==> src/rtl/tbw_pkg.sv <==
// shared constants and helper functions for the trilinear box weight pipeline
package tbw_pkg;

   localparam int FRAC_BITS_DEF   = 16;
   localparam int INDEX_WIDTH_DEF = 16;
   localparam int COORD_W         = 32;
   localparam int DIFF_W          = COORD_W + 1;
   localparam int LANES           = 6;
   localparam int CORNERS         = 8;
   localparam int XY_PAIRS        = 4;
   localparam int DIV_STAGES      = COORD_W + 2;
   localparam int WGT_STAGES      = 4;

   // magnitude of a signed 32-bit value, 2^31 included
   function automatic logic [COORD_W-1:0] mag32(input logic signed [COORD_W-1:0] v);
      logic [COORD_W-1:0] r;
      r = v[COORD_W-1] ? (~v + 1'b1) : v;
      return r;
   endfunction

   // saturate a sign and magnitude to signed 32 bits
   function automatic logic signed [COORD_W-1:0] sat_mag(input logic neg,
                                                          input logic [63:0] m);
      logic signed [COORD_W-1:0] r;
      if (neg) begin
         if (m >= 64'h0000_0000_8000_0000) begin
            r = 32'sh8000_0000;
         end else begin
            r = -$signed(m[COORD_W-1:0]);
         end
      end else begin
         if (m > 64'h0000_0000_7FFF_FFFF) begin
            r = 32'sh7FFF_FFFF;
         end else begin
            r = $signed(m[COORD_W-1:0]);
         end
      end
      return r;
   endfunction

endpackage

==> src/rtl/tbw_divider.sv <==
// pipelined restoring divider, one quotient bit per stage, saturated q.f result
module tbw_divider import tbw_pkg::*; #(
   parameter int FRAC_BITS = FRAC_BITS_DEF
) (
   input  logic                       clock,
   input  logic [DIV_STAGES-1:0]      en,
   input  logic [DIFF_W-1:0]          num_mag,
   input  logic [DIFF_W-1:0]          den_mag,
   input  logic                       neg,
   output logic signed [COORD_W-1:0]  quo
);

   localparam int SHIFT = COORD_W - FRAC_BITS;
   localparam int CW    = DIFF_W + SHIFT;
   localparam int NW    = DIFF_W + FRAC_BITS;

   logic [DIFF_W-1:0]  r_ff   [0:COORD_W-1];
   logic [DIFF_W-1:0]  d_ff   [0:COORD_W-1];
   logic [COORD_W-1:0] low_ff [0:COORD_W-1];
   logic [COORD_W-1:0] q_ff   [0:COORD_W];
   logic               neg_ff [0:COORD_W];
   logic               ovf_ff [0:COORD_W];
   logic signed [COORD_W-1:0] quo_ff;
   logic [NW-1:0]      nshift;
   logic               ovf_in;

   always_comb begin
      nshift = NW'(num_mag) << FRAC_BITS;
      ovf_in = CW'(num_mag) >= (CW'(den_mag) << SHIFT);
   end

   // quotient of 2^32 or more always saturates
   always_ff @(posedge clock) begin
      if (en[0]) begin
         r_ff[0]   <= DIFF_W'(num_mag >> SHIFT);
         d_ff[0]   <= den_mag;
         low_ff[0] <= nshift[COORD_W-1:0];
         q_ff[0]   <= '0;
         neg_ff[0] <= neg;
         ovf_ff[0] <= ovf_in;
      end
   end

   for (genvar s = 1; s <= COORD_W; s++) begin : g_step
      logic [DIFF_W:0] t;
      logic            ge;
      always_comb begin
         t  = {r_ff[s-1], low_ff[s-1][COORD_W-1]};
         ge = t >= {1'b0, d_ff[s-1]};
      end
      always_ff @(posedge clock) begin
         if (en[s]) begin
            q_ff[s]   <= {q_ff[s-1][COORD_W-2:0], ge};
            neg_ff[s] <= neg_ff[s-1];
            ovf_ff[s] <= ovf_ff[s-1];
         end
      end
      if (s < COORD_W) begin : g_carry
         always_ff @(posedge clock) begin
            if (en[s]) begin
               r_ff[s]   <= ge ? DIFF_W'(t - {1'b0, d_ff[s-1]}) : t[DIFF_W-1:0];
               d_ff[s]   <= d_ff[s-1];
               low_ff[s] <= {low_ff[s-1][COORD_W-2:0], 1'b0};
            end
         end
      end
   end

   always_ff @(posedge clock) begin
      if (en[DIV_STAGES-1]) begin
         quo_ff <= sat_mag(neg_ff[COORD_W],
                           ovf_ff[COORD_W] ? '1 : {32'd0, q_ff[COORD_W]});
      end
   end

   assign quo = quo_ff;

endmodule

==> config.mk <==
export PLATFORM = sky130hd
export DESIGN_NAME = tbw_divider
export DESIGN_NICKNAME = d
export VERILOG_FILES = /design/src/rtl/tbw_pkg.sv /design/src/rtl/tbw_divider.sv
export SDC_FILE = /design/constraint.sdc
export NUM_CORES = 2
export LEC_CHECK = 0
export BUFFER_PORTS_ARGS = -buffer_cell sky130_fd_sc_hd__buf_2
export CORE_MARGIN = 3
export CORE_UTILIZATION = 55
export CTS_BUF_LIST = sky130_fd_sc_hd__clkbuf_16
export CTS_CLUSTER_DIAMETER = 50
export DETAILED_ROUTE_END_ITERATION = 12
export GPL_TIMING_DRIVEN = 0
export PLACE_DENSITY_LB_ADDON = 0.3
export SLEW_MARGIN = 0
export SYNTH_ARGS = -nofsm -noshare
export SYNTH_HDL_FRONTEND = slang
export SYNTH_MEMORY_MAX_BITS = 65536
export SYNTH_SLANG_ARGS = --single-unit
==> constraint.sdc <==
create_clock -name clock -period 5.6 [get_ports clock]
set_input_delay 0.84 -clock clock [delete_from_list [all_inputs] [get_ports clock]]
set_output_delay 0.84 -clock clock [all_outputs]
set_load 0.03 [all_outputs]
# == Word-level counts from Yosys, hierarchy flattened ==
# Memories as Yosys holds them, arrays and structs flattened.
# Index checks and enable logic that the tools add are counted.
# totals
reg_bits,32
latch_bits,0
ram_bits,4226
romBits,0
input_bits,102
out_inout_bits,32
wordCells,175
n_memories,6
# mem_list
name,depth,width,rd,rd_clocked_by_memory_dff,write_ports,line,rtl
d_ff,32,33,32,0,32,tbw_divider.sv:18,logic [DIFF_W-1:0] d_ff [0:COORD_W-1];
q_ff,33,32,33,0,33,tbw_divider.sv:20,logic [COORD_W-1:0] q_ff [0:COORD_W];
r_ff,32,33,32,0,32,tbw_divider.sv:17,logic [DIFF_W-1:0] r_ff [0:COORD_W-1];
low_ff,32,31,32,0,32,tbw_divider.sv:19,logic [COORD_W-1:0] low_ff [0:COORD_W-1];
neg_ff,33,1,33,0,33,tbw_divider.sv:21,logic neg_ff [0:COORD_W];
ovf_ff,33,1,33,0,33,tbw_divider.sv:22,logic ovf_ff [0:COORD_W];
# op_classes
add_sub_neg,32
multipliers,0
n_div,0
magnitude_cmp,35
eq_ne,0
shifts,0
n_mux,101
bitwise_logic,0
n_reduce_logical,0
# ops
operator,count
$ge 34x33->1,32
$mux 33,31
$sub 33x33->33,31
$mux 32,3
$mux 1,66
$ge 64x32->1 const B,1
$gt 64x31->1 const B,1
$mux 64,1
$ge 33x49->1,1
$neg 32->32,1

# == Logic depth before layout (Yosys ltp) ==
# An unclocked memory read counts as a cell.
# logic_depth
ltp_word,5
mapped_depth,17
ltp_nobuf,15

# == Least setup slack after synthesis ==
# No wires, ideal clock.
# synth_path
path_kind,register to register
startpoint,memory low_ff[0][247] in the netlist's numbering
endpoint,memory r_ff[0][289] in the netlist's numbering (data pin)
setup_time_ns,0.260
t_arrival_ns,3.662
t_required_ns,5.340
slack_ns,1.678
stages_incl_launch_ff,16
n_path_buf,1
period_less_slack_ns,3.922
cell_sequence,edfxtp_1 inv_1 ha_1 inv_1 fa_1 a21o_1 nand2_1 a31oi_1 a311oi_1 o21ai_1 nand3_1 o211ai_1 o21bai_1 a2111oi_2 buf_2 mux2_2
# synth_lines
element,line
from (decl),tbw_divider.sv:19
to (decl),tbw_divider.sv:17

==> results.yml <==
outcome:
  status: "finished clean"
flow_run:
  maxCapViolations: 0
worst_hold_path:
  min_to: "neg_ff[0]"
  hp-class: "in -> reg"
  hold_path_depth: 1
  hold_start: "neg"
floorplanning:
  io_pins: 134
  die_x_um: 533.9
  die_y_um: 533.9
  rows: 193
  coreArea_sq_mm: 0.2770
  start_util_pct: 55.33
  dieArea_sq_mm: 0.2850
critical_path:
  path_class: "reg -> reg"
  path_max_fanout: 10
  crit_path_start_kind: "flop"
  worstPathCellList: "ha_1, nor2b_1, o31a_1, o21ai_0, o21ai_0, o41ai_1, o41ai_1, o31ai_1, a21o_1, clkbuf_1, clkbuf_1, mux2i_1"
  cpLargestDelayFamily: "compound AO/OA/AOI/OAI gates"
  cpMaxStageDelayCell: "o41ai_1"
  path_buf_inv: 2
  reg2reg_depth: 12
  crit_path_max_incr_delay_ns: 0.78
  reg2reg_to: "r_ff[1][224]"
  cp.arrival_ns: 5.86
  timing.rr.start: "r_ff[1][166]"
  cp-startpoint: "r_ff[1][166]"
  r2r_slack_ns: 0.35
  crit_required_ns: 6.21
  end_kind: "flop"
timing:
  setup_viol: 0
  fmax_mhz: 190.4
  slew_violations: 0
  fin_crit_ns: 5.251
  slew_headroom_pct: 11.80
  rsz0062_at_grt: "false"
  worst_slew_pin_slew_ns: 1.317
  min_period_over_period_pct: 93.77
  setup_ws_ns: 0.3491
  tns_ns: 0
  finalHoldViolCount: 0
  fin_skew_ns: 0.07006
logic_synthesis:
  synthesis.area_sq_mm: 0.1533
  netlist_instances: 13150
  synth_mux_area_share_pct: 3.035
  synth-simple-area-share_pct: 8.508
  synth_top_family_by_area: "compound AO/OA/AOI/OAI gates"
  ys_ff_latch: 2858
  synthAdderAreaFrac_pct: 9.050
  yosysWarnings: 0
  synth_flop_cell: "edfxtp_1"
  synth-compound-area-share_pct: 14.46
  synthArstFlopShare_pct: 0
  synth-seq-area-share_pct: 56.00
  synth_xor_area_share_pct: 4.926
  synth_edf_count: 2858
  synth_cell_types: 84
  synth_fp_nets: 14340
  avgSynthCellArea_sq_um: 11.66
placed_design:
  gp_congestion: 0.9430
  dp_slack_ns: 0.07573
  dpl.hpwl_um: 271400
  post_dp_cell_area_sq_mm: 0.1595
  io_buffers: 133
clock_network:
  clock_sinks: 2858
  cts_hold_buf: 0
  clk_path_buf_depth: 4
  cts_max_level: 5
  cts_buffers: 340
  cts_resized: 0
  cts_tree: "yes"
  cts-root-buf: "clkbuf_16"
  clk_latency_ns: 0.93
  clk_pin_slew_ns: 0.06
  postCtsSetupRepairBufs: 0
detailed_routing:
  vias_per_cell: 5.797
  antenna_left: 0
  drcViolationCount: 0
  wl_per_cell_um: 20.20
  wirelength_um: 356000
  drtIter0Drc: 8690
  num_vias: 102200
  firstDrtPassIters: 8
global_route:
  overflow: 0
  grt_pass1_wl_um: 551800
  grt_pass1_vias: 98210
  track_usage_pct: 24.46
  antenna_found_initial: 10
  grt_max_degree: 78
power_and_ir_drop:
  power_w: 0.09967
  p_leak_nw: 69.15
  vdd_drop_max_mv: 0.3471
  power.density_mw_per_mm2: 582.6
final_layout:
  post-route-util_pct: 61.77
  nets: 14840
  fillers: 21810
  regArea_sq_mm: 0.08582
  area_growth_pct: 11.62
  most-common-layout-cells: "edfxtp_1, inv_1, a21oi_1"
  finish.instance_area_sq_mm: 0.1711
  final_common_cell: "edfxtp_1"
  layout-drive-gt1-share_pct: 8.585
  multi_input_area_sq_mm: 0.06133
## synth_stat cells (all sizes together) (84+ instances only)
library cell	n	area share, %
edfxtp	2858	56
inv	1315	3.2
a21oi	1092	3.6
ha	1059	8.6
nand2	886	2.2
o21ai	841	2.7
nor2	723	1.8
a21o	534	2.6
xnor2	518	3.0
mux2	390	2.9
xor2	344	2.0
clkbuf	271	0.66
nand3	174	0.57
nand4	168	0.69
nor3	151	0.49
o21bai	150	0.73
o21a	145	0.71
nor2b	138	0.56
nand2b	129	0.53
a31oi	108	0.44
and3	96	0.39
a211oi	84	0.42
## flip-flops by register name, indices dropped and copies added, names as in the netlist
signal  cells
ovf_ff     33
d_ff     1056
q_ff      528
quo        32
low_ff    136
r_ff     1040
neg_ff     33
## worst max-delay path by stage
stage                    to  slack, ns  cells after the start
2_1_floorplan  r_ff[0][289]       1.68                     15
3_3_place_gp   q_ff[0][288]       0.11                     14
3_5_place_dp   r_ff[0][396]       0.08                     14
4_1_cts        r_ff[0][396]       0.04                     14
5_1_grt        r_ff[0][399]       0.02                     14
6_report       r_ff[1][224]       0.35                     12
## layout make-up
cell class / instances / share of cell area [%]
multi-input combinational: 8656 / 35.85
buffer: 315 / 0.7182
sequential: 2858 / 50.16
antenna: 3 / 0.004388
clock inverter: 262 / 1.655
timing repair buffer: 165 / 0.9390
tap: 3705 / 2.710
clock buffer: 347 / 5.076
inverter: 1316 / 2.887
## metal layers
| metal | track usage, % | share of wire (%) | vias up |
|---|---|---|---|
| met5 | 0 | 0.0076 | - |
| met4 | 8.974 | 3.9 | 4 |
| met3 | 3.183 | 5.7 | 726 |
| met2 | 40.82 | 47 | 3084 |
| met1 | 32.86 | 43 | 48860 |
| li1 | - | - | 49520 |
## power breakdown
group          leakage (nW)  total, W  internal [W]  switching, W
Sequential             28.0    0.0343        0.0310       0.00327
Combinational          35.5    0.0432        0.0182        0.0250
Clock                  5.71    0.0222        0.0133       0.00897
## cells by family (layout without fill, tap and decap cells)
kind of cell / after synthesis / after routing
other: 0 / 3
flip-flops: 2858 / 2858
adder cells (fa/ha/maj): 1090 / 1090
XOR/XNOR: 862 / 862
AND/OR/NAND/NOR: 2762 / 2762
buffers and inverters: 1631 / 2405
AO/OA/AOI/OAI: 3526 / 3526
multiplexers: 416 / 416
## stage by stage
step                      instances  hold WS (ns)
after floorplan               13150        0.4003
after global placement        16980        0.4002
after detailed placement      17010        0.4045
after CTS                     17620       0.01820
after global routing          17630       0.05153
final                         17630        0.1011
No activity file was read; power rests on OpenSTA's default activity.
